--- src/sv/crcfr_pkg.sv ---
// Shared types, operation codes and the CRC-16/CCITT byte update for the frame receiver.
// Used by every module of the receiver; depends on nothing else.
package crcfr_pkg;

   // Operations that the front end hands to the back end.
   localparam logic [3:0] OP_START  = 4'd0;
   localparam logic [3:0] OP_CMD    = 4'd1;
   localparam logic [3:0] OP_LEN    = 4'd2;
   localparam logic [3:0] OP_BADLEN = 4'd3;
   localparam logic [3:0] OP_DATA   = 4'd4;
   localparam logic [3:0] OP_CRCL   = 4'd5;
   localparam logic [3:0] OP_CRCH   = 4'd6;
   localparam logic [3:0] OP_ENDOK  = 4'd7;
   localparam logic [3:0] OP_NOEND  = 4'd8;

   // Event codes reported on the result channel.
   localparam logic [2:0] EV_DATA   = 3'd0;
   localparam logic [2:0] EV_GOOD   = 3'd1;
   localparam logic [2:0] EV_CRC    = 3'd2;
   localparam logic [2:0] EV_NOEND  = 3'd3;
   localparam logic [2:0] EV_BADLEN = 3'd4;

   // CRC constants.
   localparam logic [15:0] CRC_INIT = 16'hFFFF;
   localparam logic [15:0] CRC_POLY = 16'h1021;

   // Register indexes on the configuration port.
   localparam logic [1:0] REG_START_MARKER = 2'd0;
   localparam logic [1:0] REG_END_MARKER   = 2'd1;
   localparam logic [1:0] REG_MAX_LENGTH   = 2'd2;

   // Queue depth between front end and back end.
   localparam int QUEUE_DEPTH = 2;

   // One classified byte.
   typedef struct packed {
      logic [3:0] op;
      logic [7:0] data;
      logic [7:0] index;
   } crcfr_op_type;

   // MSB-first CRC update over one byte, unrolled over its eight bits.
   function automatic logic [15:0] crc_byte(input logic [15:0] crc, input logic [7:0] b);
      logic [15:0] c;
      c = crc ^ {b, 8'h00};
      for (int k = 0; k < 8; k++) begin
         if (c[15]) begin
            c = {c[14:0], 1'b0} ^ CRC_POLY;
         end else begin
            c = {c[14:0], 1'b0};
         end
      end
      return c;
   endfunction

endpackage

--- src/sv/crc16_frame_receiver_core.sv ---
// Top level of the CRC-16 frame receiver: configuration registers and the wiring of
// front end, operation queue and back end. Depends on crcfr_pkg and the crcfr_* modules.
//
//   Channel   Direction  Handshake                 Contents
//   req_      in         tvalid/tready             tdata: rx_byte
//   rsp_      out        tvalid/tready             tuser: event_res; tdata: frame fields
//   csr_      in/out     APB setup + access        start, end marker, max payload length
//
// One byte is taken per cycle while the queue has room. Its operation is written to the
// queue as the byte is taken, and the back end executes it from the queue head into the
// result register once that register is free. The rate is set by the unrolled CRC byte
// update in the back end. Synchronous reset clears the phase, queue and counters and sets
// the CRC to CRC_INIT. A stall on the result side fills the two-entry queue, after which
// req_tready drops; it rises again in the cycle after the waiting result is taken.
module crc16_frame_receiver_core #(
   parameter int COUNT_WIDTH = 16
) (
   input  logic        clock,
   input  logic        reset,
   input  logic        req_tvalid,
   output logic        req_tready,
   input  logic [7:0]  req_tdata,   // [7:0] rx_byte
   output logic        rsp_tvalid,
   input  logic        rsp_tready,
   output logic [2:0]  rsp_tuser,   // [2:0] event_res
   output logic [95:0] rsp_tdata,   // [7:0] command, [15:8] length, [23:16] data_byte,
                                    // [31:24] data_index, [47:32] computed_crc,
                                    // [63:48] good_frames, [79:64] crc_errors,
                                    // [95:80] framing_errors
   input  logic        csr_psel,
   input  logic        csr_penable,
   input  logic        csr_pwrite,
   input  logic [3:0]  csr_paddr,
   input  logic [31:0] csr_pwdata,
   output logic [31:0] csr_prdata,
   output logic        csr_pready
);
   import crcfr_pkg::*;

   logic [7:0]   start_marker_ff;
   logic [7:0]   end_marker_ff;
   logic [7:0]   max_length_ff;
   logic         csr_write;
   logic [1:0]   csr_index;
   logic         q_full;
   logic         q_not_empty;
   logic         q_push;
   logic         q_pop;
   crcfr_op_type push_op;
   crcfr_op_type head_op;

   // Register file write and read.
   assign csr_pready = 1'b1;
   assign csr_write  = csr_psel && csr_penable && csr_pwrite && csr_pready;
   assign csr_index  = csr_paddr[3:2];

   always_ff @(posedge clock) begin
      if (reset) begin
         start_marker_ff <= 8'hAA;
         end_marker_ff   <= 8'h55;
         max_length_ff   <= 8'd64;
      end else if (csr_write) begin
         unique case (csr_index)
            REG_START_MARKER: start_marker_ff <= csr_pwdata[7:0];
            REG_END_MARKER:   end_marker_ff   <= csr_pwdata[7:0];
            REG_MAX_LENGTH:   max_length_ff   <= csr_pwdata[7:0];
            default: begin
            end
         endcase
      end
   end

   always_comb begin
      unique case (csr_index)
         REG_START_MARKER: csr_prdata = {24'd0, start_marker_ff};
         REG_END_MARKER:   csr_prdata = {24'd0, end_marker_ff};
         REG_MAX_LENGTH:   csr_prdata = {24'd0, max_length_ff};
         default:          csr_prdata = 32'd0;
      endcase
   end

   // Byte classification.
   crcfr_front u_front (
      .clock        (clock),
      .reset        (reset),
      .rx_byte      (req_tdata),
      .byte_valid   (req_tvalid),
      .queue_full   (q_full),
      .start_marker (start_marker_ff),
      .end_marker   (end_marker_ff),
      .max_length   (max_length_ff),
      .byte_ready   (req_tready),
      .push         (q_push),
      .push_op      (push_op)
   );

   // Decoupling queue.
   crcfr_queue u_queue (
      .clock     (clock),
      .reset     (reset),
      .push      (q_push),
      .push_op   (push_op),
      .pop       (q_pop),
      .full      (q_full),
      .not_empty (q_not_empty),
      .head_op   (head_op)
   );

   // Execution and result register.
   crcfr_back #(
      .COUNT_WIDTH (COUNT_WIDTH)
   ) u_back (
      .clock       (clock),
      .reset       (reset),
      .op_valid    (q_not_empty),
      .op_in       (head_op),
      .op_pop      (q_pop),
      .rsp_valid   (rsp_tvalid),
      .rsp_ready   (rsp_tready),
      .rsp_event   (rsp_tuser),
      .rsp_payload (rsp_tdata)
   );

endmodule

--- src/sv/crcfr_front.sv ---
// Front end of the frame receiver: tracks the frame phase and classifies each byte.
// Depends on crcfr_pkg for operation codes and the operation type.
module crcfr_front (
   input  logic                  clock,
   input  logic                  reset,
   input  logic [7:0]            rx_byte,
   input  logic                  byte_valid,
   input  logic                  queue_full,
   input  logic [7:0]            start_marker,
   input  logic [7:0]            end_marker,
   input  logic [7:0]            max_length,
   output logic                  byte_ready,
   output logic                  push,
   output crcfr_pkg::crcfr_op_type push_op
);
   import crcfr_pkg::*;

   localparam logic [2:0] PH_HUNT    = 3'd0;
   localparam logic [2:0] PH_CMD     = 3'd1;
   localparam logic [2:0] PH_LEN     = 3'd2;
   localparam logic [2:0] PH_PAYLOAD = 3'd3;
   localparam logic [2:0] PH_CRCL    = 3'd4;
   localparam logic [2:0] PH_CRCH    = 3'd5;
   localparam logic [2:0] PH_END     = 3'd6;

   logic [2:0] phase_ff, phase_in;
   logic [7:0] length_ff, length_in;
   logic [7:0] count_ff, count_in;
   logic       take;
   logic       emit;
   logic [8:0] count_next;

   // A byte is taken whenever the queue has room for its operation.
   assign byte_ready = !queue_full;
   assign take       = byte_valid && !queue_full;
   assign push       = take && emit;
   assign count_next = {1'b0, count_ff} + 9'd1;

   // Phase update and classification of the byte at the input.
   always_comb begin
      phase_in      = phase_ff;
      length_in     = length_ff;
      count_in      = count_ff;
      emit          = 1'b0;
      push_op.op    = OP_START;
      push_op.data  = rx_byte;
      push_op.index = 8'd0;
      unique case (phase_ff)
         PH_HUNT: begin
            if (rx_byte == start_marker) begin
               emit     = 1'b1;
               phase_in = PH_CMD;
            end
         end
         PH_CMD: begin
            emit       = 1'b1;
            push_op.op = OP_CMD;
            phase_in   = PH_LEN;
         end
         PH_LEN: begin
            emit      = 1'b1;
            length_in = rx_byte;
            count_in  = 8'd0;
            if (rx_byte == 8'd0) begin
               push_op.op = OP_LEN;
               phase_in   = PH_CRCL;
            end else if (rx_byte <= max_length) begin
               push_op.op = OP_LEN;
               phase_in   = PH_PAYLOAD;
            end else begin
               push_op.op = OP_BADLEN;
               phase_in   = PH_HUNT;
            end
         end
         PH_PAYLOAD: begin
            emit          = 1'b1;
            push_op.op    = OP_DATA;
            push_op.index = count_ff;
            count_in      = count_next[7:0];
            if (count_next >= {1'b0, length_ff}) begin
               phase_in = PH_CRCL;
            end
         end
         PH_CRCL: begin
            emit       = 1'b1;
            push_op.op = OP_CRCL;
            phase_in   = PH_CRCH;
         end
         PH_CRCH: begin
            emit       = 1'b1;
            push_op.op = OP_CRCH;
            phase_in   = PH_END;
         end
         PH_END: begin
            emit       = 1'b1;
            push_op.op = (rx_byte == end_marker) ? OP_ENDOK : OP_NOEND;
            phase_in   = PH_HUNT;
         end
         default: begin
            phase_in = PH_HUNT;
         end
      endcase
   end

   // Phase registers advance only on a taken byte.
   always_ff @(posedge clock) begin
      if (reset) begin
         phase_ff  <= PH_HUNT;
         length_ff <= 8'd0;
         count_ff  <= 8'd0;
      end else if (take) begin
         phase_ff  <= phase_in;
         length_ff <= length_in;
         count_ff  <= count_in;
      end
   end

endmodule

--- src/sv/crcfr_queue.sv ---
// Two-entry queue of classified operations between front end and back end.
// Depends on crcfr_pkg for the operation type and the queue depth.
module crcfr_queue (
   input  logic                   clock,
   input  logic                   reset,
   input  logic                   push,
   input  crcfr_pkg::crcfr_op_type push_op,
   input  logic                   pop,
   output logic                   full,
   output logic                   not_empty,
   output crcfr_pkg::crcfr_op_type head_op
);
   import crcfr_pkg::*;

   localparam int PTR_W = $clog2(QUEUE_DEPTH);
   localparam int CNT_W = $clog2(QUEUE_DEPTH + 1);

   crcfr_op_type           mem_ff [QUEUE_DEPTH];
   logic [PTR_W-1:0]       wr_ptr_ff, wr_ptr_in;
   logic [PTR_W-1:0]       rd_ptr_ff, rd_ptr_in;
   logic [CNT_W-1:0]       count_ff, count_in;
   logic                   do_pop;

   assign full      = (count_ff == CNT_W'(QUEUE_DEPTH));
   assign not_empty = (count_ff != '0);
   assign head_op   = mem_ff[rd_ptr_ff];
   assign do_pop    = pop && not_empty;

   // Pointer and fill count updates; wrap at the depth.
   always_comb begin
      wr_ptr_in = wr_ptr_ff;
      rd_ptr_in = rd_ptr_ff;
      count_in  = count_ff;
      if (push) begin
         wr_ptr_in = (wr_ptr_ff == PTR_W'(QUEUE_DEPTH - 1)) ? '0 : wr_ptr_ff + 1'b1;
      end
      if (do_pop) begin
         rd_ptr_in = (rd_ptr_ff == PTR_W'(QUEUE_DEPTH - 1)) ? '0 : rd_ptr_ff + 1'b1;
      end
      if (push && !do_pop) begin
         count_in = count_ff + 1'b1;
      end else if (!push && do_pop) begin
         count_in = count_ff - 1'b1;
      end
   end

   always_ff @(posedge clock) begin
      if (reset) begin
         wr_ptr_ff <= '0;
         rd_ptr_ff <= '0;
         count_ff  <= '0;
      end else begin
         wr_ptr_ff <= wr_ptr_in;
         rd_ptr_ff <= rd_ptr_in;
         count_ff  <= count_in;
      end
   end

   // Storage needs no reset; entries are read only after being written.
   always_ff @(posedge clock) begin
      if (push) begin
         mem_ff[wr_ptr_ff] <= push_op;
      end
   end

endmodule

--- src/sv/crcfr_back.sv ---
// Back end of the frame receiver: CRC, stored CRC, counters and the result register.
// Depends on crcfr_pkg for operation and event codes and the CRC update function.
module crcfr_back #(
   parameter int COUNT_WIDTH = 16
) (
   input  logic                   clock,
   input  logic                   reset,
   input  logic                   op_valid,
   input  crcfr_pkg::crcfr_op_type op_in,
   output logic                   op_pop,
   output logic                   rsp_valid,
   input  logic                   rsp_ready,
   output logic [2:0]             rsp_event,
   output logic [95:0]            rsp_payload
);
   import crcfr_pkg::*;

   logic [7:0]             command_ff, command_in;
   logic [7:0]             length_ff, length_in;
   logic [15:0]            crc_ff, crc_in;
   logic [15:0]            rcrc_ff, rcrc_in;
   logic [COUNT_WIDTH-1:0] good_ff, good_in;
   logic [COUNT_WIDTH-1:0] crcerr_ff, crcerr_in;
   logic [COUNT_WIDTH-1:0] framing_ff, framing_in;
   logic                   out_valid_ff, out_valid_in;
   logic [2:0]             out_event_ff, out_event_in;
   logic [7:0]             out_data_ff, out_data_in;
   logic [7:0]             out_index_ff, out_index_in;
   logic [15:0]            crc_upd;
   logic                   emit;
   logic [15:0]            good_ext, crcerr_ext, framing_ext;
   logic [15:0]            out_good_ff, out_crcerr_ff, out_framing_ff;
   logic [7:0]             out_command_ff, out_length_ff;
   logic [15:0]            out_crc_ff;

   // An operation is executed when the result register is free or being drained.
   assign op_pop  = op_valid && (!out_valid_ff || rsp_ready);
   assign crc_upd = crc_byte(crc_ff, op_in.data);

   // Execute one operation.
   always_comb begin
      command_in   = command_ff;
      length_in    = length_ff;
      crc_in       = crc_ff;
      rcrc_in      = rcrc_ff;
      good_in      = good_ff;
      crcerr_in    = crcerr_ff;
      framing_in   = framing_ff;
      emit         = 1'b0;
      out_event_in = EV_DATA;
      out_data_in  = 8'd0;
      out_index_in = 8'd0;
      unique case (op_in.op)
         OP_START: begin
            crc_in = CRC_INIT;
         end
         OP_CMD: begin
            command_in = op_in.data;
            crc_in     = crc_upd;
         end
         OP_LEN: begin
            length_in = op_in.data;
            crc_in    = crc_upd;
         end
         OP_BADLEN: begin
            length_in    = op_in.data;
            crc_in       = crc_upd;
            framing_in   = framing_ff + 1'b1;
            emit         = 1'b1;
            out_event_in = EV_BADLEN;
         end
         OP_DATA: begin
            crc_in       = crc_upd;
            emit         = 1'b1;
            out_event_in = EV_DATA;
            out_data_in  = op_in.data;
            out_index_in = op_in.index;
         end
         OP_CRCL: begin
            rcrc_in = {8'h00, op_in.data};
         end
         OP_CRCH: begin
            rcrc_in = {op_in.data, rcrc_ff[7:0]};
         end
         OP_ENDOK: begin
            emit = 1'b1;
            if (crc_ff == rcrc_ff) begin
               good_in      = good_ff + 1'b1;
               out_event_in = EV_GOOD;
            end else begin
               crcerr_in    = crcerr_ff + 1'b1;
               out_event_in = EV_CRC;
            end
         end
         OP_NOEND: begin
            framing_in   = framing_ff + 1'b1;
            emit         = 1'b1;
            out_event_in = EV_NOEND;
         end
         default: begin
         end
      endcase
   end

   // Reported counts: low 16 bits of updated counters, zero-extended if narrower.
   generate
      if (COUNT_WIDTH >= 16) begin : g_cnt_trunc
         assign good_ext    = good_in[15:0];
         assign crcerr_ext  = crcerr_in[15:0];
         assign framing_ext = framing_in[15:0];
      end else begin : g_cnt_ext
         assign good_ext    = {{(16-COUNT_WIDTH){1'b0}}, good_in};
         assign crcerr_ext  = {{(16-COUNT_WIDTH){1'b0}}, crcerr_in};
         assign framing_ext = {{(16-COUNT_WIDTH){1'b0}}, framing_in};
      end
   endgenerate

   // The result register holds until taken; a new result may load as it leaves.
   always_comb begin
      if (op_pop && emit) begin
         out_valid_in = 1'b1;
      end else if (rsp_ready) begin
         out_valid_in = 1'b0;
      end else begin
         out_valid_in = out_valid_ff;
      end
   end

   // Frame state and counters.
   always_ff @(posedge clock) begin
      if (reset) begin
         command_ff   <= 8'd0;
         length_ff    <= 8'd0;
         crc_ff       <= CRC_INIT;
         rcrc_ff      <= 16'd0;
         good_ff      <= '0;
         crcerr_ff    <= '0;
         framing_ff   <= '0;
         out_valid_ff <= 1'b0;
      end else begin
         out_valid_ff <= out_valid_in;
         if (op_pop) begin
            command_ff <= command_in;
            length_ff  <= length_in;
            crc_ff     <= crc_in;
            rcrc_ff    <= rcrc_in;
            good_ff    <= good_in;
            crcerr_ff  <= crcerr_in;
            framing_ff <= framing_in;
         end
      end
   end

   // Result payload registers.
   always_ff @(posedge clock) begin
      if (op_pop && emit) begin
         out_event_ff   <= out_event_in;
         out_command_ff <= command_in;
         out_length_ff  <= length_in;
         out_data_ff    <= out_data_in;
         out_index_ff   <= out_index_in;
         out_crc_ff     <= crc_in;
         out_good_ff    <= good_ext;
         out_crcerr_ff  <= crcerr_ext;
         out_framing_ff <= framing_ext;
      end
   end

   assign rsp_valid   = out_valid_ff;
   assign rsp_event   = out_event_ff;
   assign rsp_payload = {out_framing_ff, out_crcerr_ff, out_good_ff, out_crc_ff,
                         out_index_ff, out_data_ff, out_length_ff, out_command_ff};

endmodule

--- config.mk ---
export PLATFORM = sky130hd
export DESIGN_NAME = crc16_frame_receiver_core
export DESIGN_NICKNAME = d
export VERILOG_FILES = /design/src/sv/crcfr_pkg.sv /design/src/sv/crc16_frame_receiver_core.sv /design/src/sv/crcfr_front.sv /design/src/sv/crcfr_queue.sv /design/src/sv/crcfr_back.sv
export SDC_FILE = /design/constraint.sdc
export NUM_CORES = 1
export LEC_CHECK = 0
export ABC_AREA = 1
export BUFFER_PORTS_ARGS = -buffer_cell sky130_fd_sc_hd__buf_2
export CORE_MARGIN = 8
export CORE_UTILIZATION = 30
export DETAILED_ROUTE_END_ITERATION = 8
export PLACE_DENSITY = 0.51
export SLEW_MARGIN = 40
export SYNTH_ARGS = -nofsm -noshare
export SYNTH_HDL_FRONTEND = slang
export SYNTH_SLANG_ARGS = --single-unit
--- constraint.sdc ---
create_clock -name clock -period 10.24 [get_ports clock]
set_input_delay 2.048 -clock clock [delete_from_list [all_inputs] [get_ports clock]]
set_output_delay 2.048 -clock clock [all_outputs]
set_load 0.01 [all_outputs]
==> impl_metrics.prom <==
# TYPE chip_impl_metric gauge
chip_impl_metric{name="stdcell_count",unit=""} 2543
chip_impl_info{name="most_common_cell_in_the_netlist",value="sky130_fd_sc_hd__nand2_1"} 1
chip_impl_metric{name="max_slew_margin",unit="%"} 46.2
chip_impl_metric{name="insertion_delay",unit="ns"} 0.54
chip_impl_info{name="timing.setup.critical_path_class",value="input pin to output port"} 1
chip_impl_metric{name="r2r_slack",unit="ns"} 6.42
chip_impl_metric{name="power.switching_fraction",unit="%"} 38.9
chip_impl_metric{name="largest_reg_flops",unit=""} 40
chip_impl_info{name="min-delay-path-class",value="flip-flop to flip-flop"} 1
chip_impl_metric{name="dpl_cell_area",unit="um2"} 15300
chip_impl_metric{name="finish.instance_area",unit="um2"} 16500
chip_impl_metric{name="seq_power_share",unit="%"} 38.5
chip_impl_metric{name="cts_max_path_buffers",unit=""} 3
chip_impl_metric{name="cts-buffers-inserted",unit=""} 36
chip_impl_metric{name="detailedRoute.firstIterationViolations",unit=""} 634
chip_impl_metric{name="grtUsageTotal",unit="%"} 13.9
chip_impl_info{name="outcome",value="completed"} 1
chip_impl_metric{name="fin_crit",unit="ns"} 5.15
chip_impl_metric{name="combPwrFrac",unit="%"} 34.6
chip_impl_info{name="ys_top_cells_by_count",value="sky130_fd_sc_hd__nand2_1 (485), sky130_fd_sc_hd__inv_1 (253), sky130_fd_sc_hd__dfxtp_1 (145), sky130_fd_sc_hd__nor2_1 (145), sky130_fd_sc_hd__edfxtp_1 (139)"} 1
chip_impl_metric{name="synth.avg_cell_area",unit="um2"} 7.87
chip_impl_metric{name="yosysSeqAreaShare",unit="%"} 50.0
chip_impl_info{name="end_kind",value="output port"} 1
chip_impl_metric{name="slew_at_the_pin_closest_to_its_max_slew_limit",unit="ns"} 0.802
chip_impl_metric{name="clock_transition_at_the_registers_of_the_reported_paths",unit="ns"} 0.06
chip_impl_metric{name="core_area",unit="um2"} 46600
chip_impl_metric{name="grt_util_met1",unit="%"} 18.0
chip_impl_metric{name="pin_count",unit=""} 185
chip_impl_metric{name="fin_skew",unit="ns"} 0.0176
chip_impl_metric{name="clock_network_power_share",unit="%"} 26.9
chip_impl_metric{name="placed_cells",unit=""} 2479
chip_impl_metric{name="area_share_of_the_largest_cell_type_after_synthesis",unit="%"} 29.5
chip_impl_info{name="synth_top_cell_by_area",value="sky130_fd_sc_hd__edfxtp_1"} 1
chip_impl_info{name="root_buffer",value="sky130_fd_sc_hd__clkbuf_16"} 1
chip_impl_info{name="top_area_cells_in_the_synthesized_netlist",value="sky130_fd_sc_hd__edfxtp_1 (30%), sky130_fd_sc_hd__dfxtp_1 (21%), sky130_fd_sc_hd__nand2_1 (13%), sky130_fd_sc_hd__inv_1 (6.7%), sky130_fd_sc_hd__a21oi_1 (4.5%)"} 1
chip_impl_metric{name="hpwlAfterDp",unit="um"} 26400
chip_impl_metric{name="post_drt_wl_per_cell",unit="um"} 15.1
chip_impl_metric{name="final_max_slew_viol_count",unit=""} 0
chip_impl_metric{name="internal_power",unit="mW"} 2.92
chip_impl_metric{name="postCtsSetupBuffers",unit=""} 0
chip_impl_metric{name="report.final.hold_viol_count",unit=""} 0
chip_impl_metric{name="cp.arrival",unit="ns"} 3.10
chip_impl_metric{name="drv_cap",unit=""} 0
chip_impl_metric{name="post_synth_num_cell_types",unit=""} 35
chip_impl_metric{name="antenna_cells",unit=""} 0
chip_impl_metric{name="met3_usage",unit="%"} 3.21
chip_impl_metric{name="syn_inst",unit=""} 1797
chip_impl_metric{name="detail-route-antenna-nets",unit=""} 0
chip_impl_metric{name="multiInputGateArea",unit="um2"} 5720
chip_impl_metric{name="first_global_vias",unit=""} 11100
chip_impl_metric{name="fillerInstances",unit=""} 4864
chip_impl_metric{name="final_min_period_over_clock_period",unit="%"} 50.3
chip_impl_metric{name="grt_first_pass_wirelength",unit="um"} 60300
chip_impl_metric{name="floorplan.rows",unit=""} 79
chip_impl_metric{name="fin_setup_tns",unit="ns"} 0
chip_impl_metric{name="initial_utilization",unit="%"} 30.4
chip_impl_metric{name="synthToLayoutAreaGrowth",unit="%"} 16.4
chip_impl_metric{name="fp.dieW",unit="um"} 233
chip_impl_info{name="rsz_0062_raised_after_global_routing",value="false"} 1
chip_impl_metric{name="die-area",unit="um2"} 54300
chip_impl_metric{name="die_y",unit="um"} 233
chip_impl_metric{name="grt_max_degree",unit=""} 114
chip_impl_metric{name="viasPerCell",unit=""} 4.57
chip_impl_metric{name="cts_hold_buffers",unit=""} 0
chip_impl_info{name="main_flop_type_after_synthesis",value="sky130_fd_sc_hd__dfxtp_1"} 1
chip_impl_metric{name="place.gp.congestion",unit=""} 0.870
chip_impl_metric{name="post_route_cells_drive_above_1_share",unit="%"} 12.0
chip_impl_metric{name="ys_ff_latch",unit=""} 284
chip_impl_metric{name="synthesis.yosys.warnings",unit=""} 0
chip_impl_metric{name="drt_first_pass_iters",unit=""} 5
chip_impl_metric{name="cts-htree-levels",unit=""} 2
chip_impl_info{name="worst_setup_path_start_kind",value="input pin"} 1
chip_impl_metric{name="antenna_violations_before_repair",unit=""} 0
chip_impl_metric{name="synthesis.area",unit="um2"} 14100
chip_impl_metric{name="leakage",unit="nW"} 7.28
chip_impl_metric{name="route.final.wire_length",unit="um"} 38400
chip_impl_metric{name="p_switching",unit="mW"} 1.86
chip_impl_metric{name="synth_enable_flop_cells",unit=""} 139
chip_impl_metric{name="cts.sink_count",unit=""} 284
chip_impl_metric{name="drcViolationCount",unit=""} 0
chip_impl_info{name="global_route.peak_usage_layer",value="met2"} 1
chip_impl_metric{name="seq_area",unit="um2"} 7080
chip_impl_metric{name="ys_async_sr_fraction",unit="%"} 0
chip_impl_metric{name="globalRouteMet2Util",unit="%"} 22.8
chip_impl_metric{name="max_freq",unit="GHz"} 0.194
chip_impl_info{name="regMostFlops",value="u_queue.mem_ff"} 1
chip_impl_metric{name="post_cts_resized",unit=""} 0
chip_impl_metric{name="power_density",unit="nW/um2"} 290
chip_impl_info{name="tritoncts_clock_tree",value="yes"} 1
chip_impl_metric{name="path_max_fanout",unit=""} 7
chip_impl_metric{name="vias",unit=""} 11600
chip_impl_metric{name="worst_ep_required_time",unit="ns"} 8.19
chip_impl_metric{name="irDropWorstVdd",unit="V"} 0.000209
chip_impl_metric{name="grt.overflow.total",unit=""} 0
chip_impl_metric{name="final_net_count",unit=""} 1982
chip_impl_metric{name="place.port_buffers",unit=""} 133
chip_impl_metric{name="setup_viol",unit=""} 0
[kinds of logic (layout without fill, tap and decap cells)]
| logic type | after synthesis | after routing | synth area share (%) |
|---|---|---|---|
| buffers and inverters | 348 | 464 | 10.3 |
| adder cells (fa/ha/maj) | 21 | 21 | 1.86 |
| flip-flops | 284 | 284 | 50.0 |
| XOR/XNOR | 60 | 60 | 3.72 |
| other | 2 | 25 | 0.0531 |
| AND/OR/NAND/NOR | 806 | 806 | 23.6 |
| AO/OA/AOI/OAI | 276 | 276 | 10.5 |
[metal layers]
metal / vias up / share of wire, %
met3: 59 / 5.3
met5: - / 0
met2: 227 / 46
met1: 5354 / 46
met4: 0 / 2.2
li1: 5969 / -
[cell type report]
type | instances | share of cell area, %
Sequential cell | 284 | 43.0
Timing Repair Buffer | 141 | 4.48
Tap cell | 607 | 4.61
Clock inverter | 17 | 1.15
Clock buffer | 47 | 6.09
Multi-Input combinational cell | 1188 | 34.8
Inverter | 259 | 5.93
[worst paths after layout]
check,depth (start not counted),end,start
min reg2reg,2,u_back.rcrc_ff[4]$_SDFFE_PP0P_,u_back.rcrc_ff[4]$_SDFFE_PP0P_
max reg2reg,9,u_back.out_data_ff[3]$_SDFFCE_PP0P_,flip-flop
max,5,csr_prdata[7],csr_paddr[3]
min,2,u_back.rcrc_ff[4]$_SDFFE_PP0P_,u_back.rcrc_ff[4]$_SDFFE_PP0P_
[power by group through the flow]
| stage | clock [mW] | sequential, mW | combinational [mW] |
|---|---|---|---|
| 2_1_floorplan | 0 | 1.86 | 1.16 |
| 3_3_place_gp | 0 | 1.86 | 1.64 |
| 3_5_place_dp | 0 | 1.86 | 1.67 |
| 4_1_cts | 1.33 | 1.84 | 1.68 |
| 5_1_grt | 1.37 | 1.88 | 1.90 |
| 6_report | 1.29 | 1.84 | 1.65 |
[cells in the final DEF (no fill, tap or decap), drive strengths merged]
cell / netlist / final
nor3: 14 / 14
inv: 258 / 258
o221ai: 3 / 3
clkinvlp: 0 / 3
bufinv: 0 / 4
a21o: 2 / 2
o211ai: 11 / 11
edfxtp: 139 / 139
nand4: 28 / 28
clkbuf: 42 / 48
xnor2: 11 / 11
ha: 21 / 21
or2: 7 / 7
xor2: 49 / 49
clkinv: 1 / 11
conb: 2 / 25
nor4: 3 / 3
nand2: 487 / 487
o22ai: 9 / 9
buf: 47 / 140
o21a: 1 / 1
dfxtp: 145 / 145
o31ai: 1 / 1
a21oi: 126 / 126
o21ai: 123 / 123
nand3: 115 / 115
nor2: 152 / 152
[stage by stage]
step	util [%]	power (mW)	worst slack, ns	hold slack, ns
finish	35.4	4.78	5.09	0.458
CTS	35.4	4.85	5.12	0.458
floorplan	-	3.02	5.06	0.426
global route	35.4	5.16	4.95	0.483
detailed placement	32.8	3.53	5.13	0.448
global placement	32.8	3.49	5.03	0.436
[critical path, stage by stage]
cell,delay [ns]
sky130_fd_sc_hd__buf_2,0.12
sky130_fd_sc_hd__nor2_1,0.40
sky130_fd_sc_hd__inv_1,0.14
sky130_fd_sc_hd__o221ai_1,0.21
sky130_fd_sc_hd__buf_2,0.18
No activity file was read; power rests on OpenSTA's default activity.
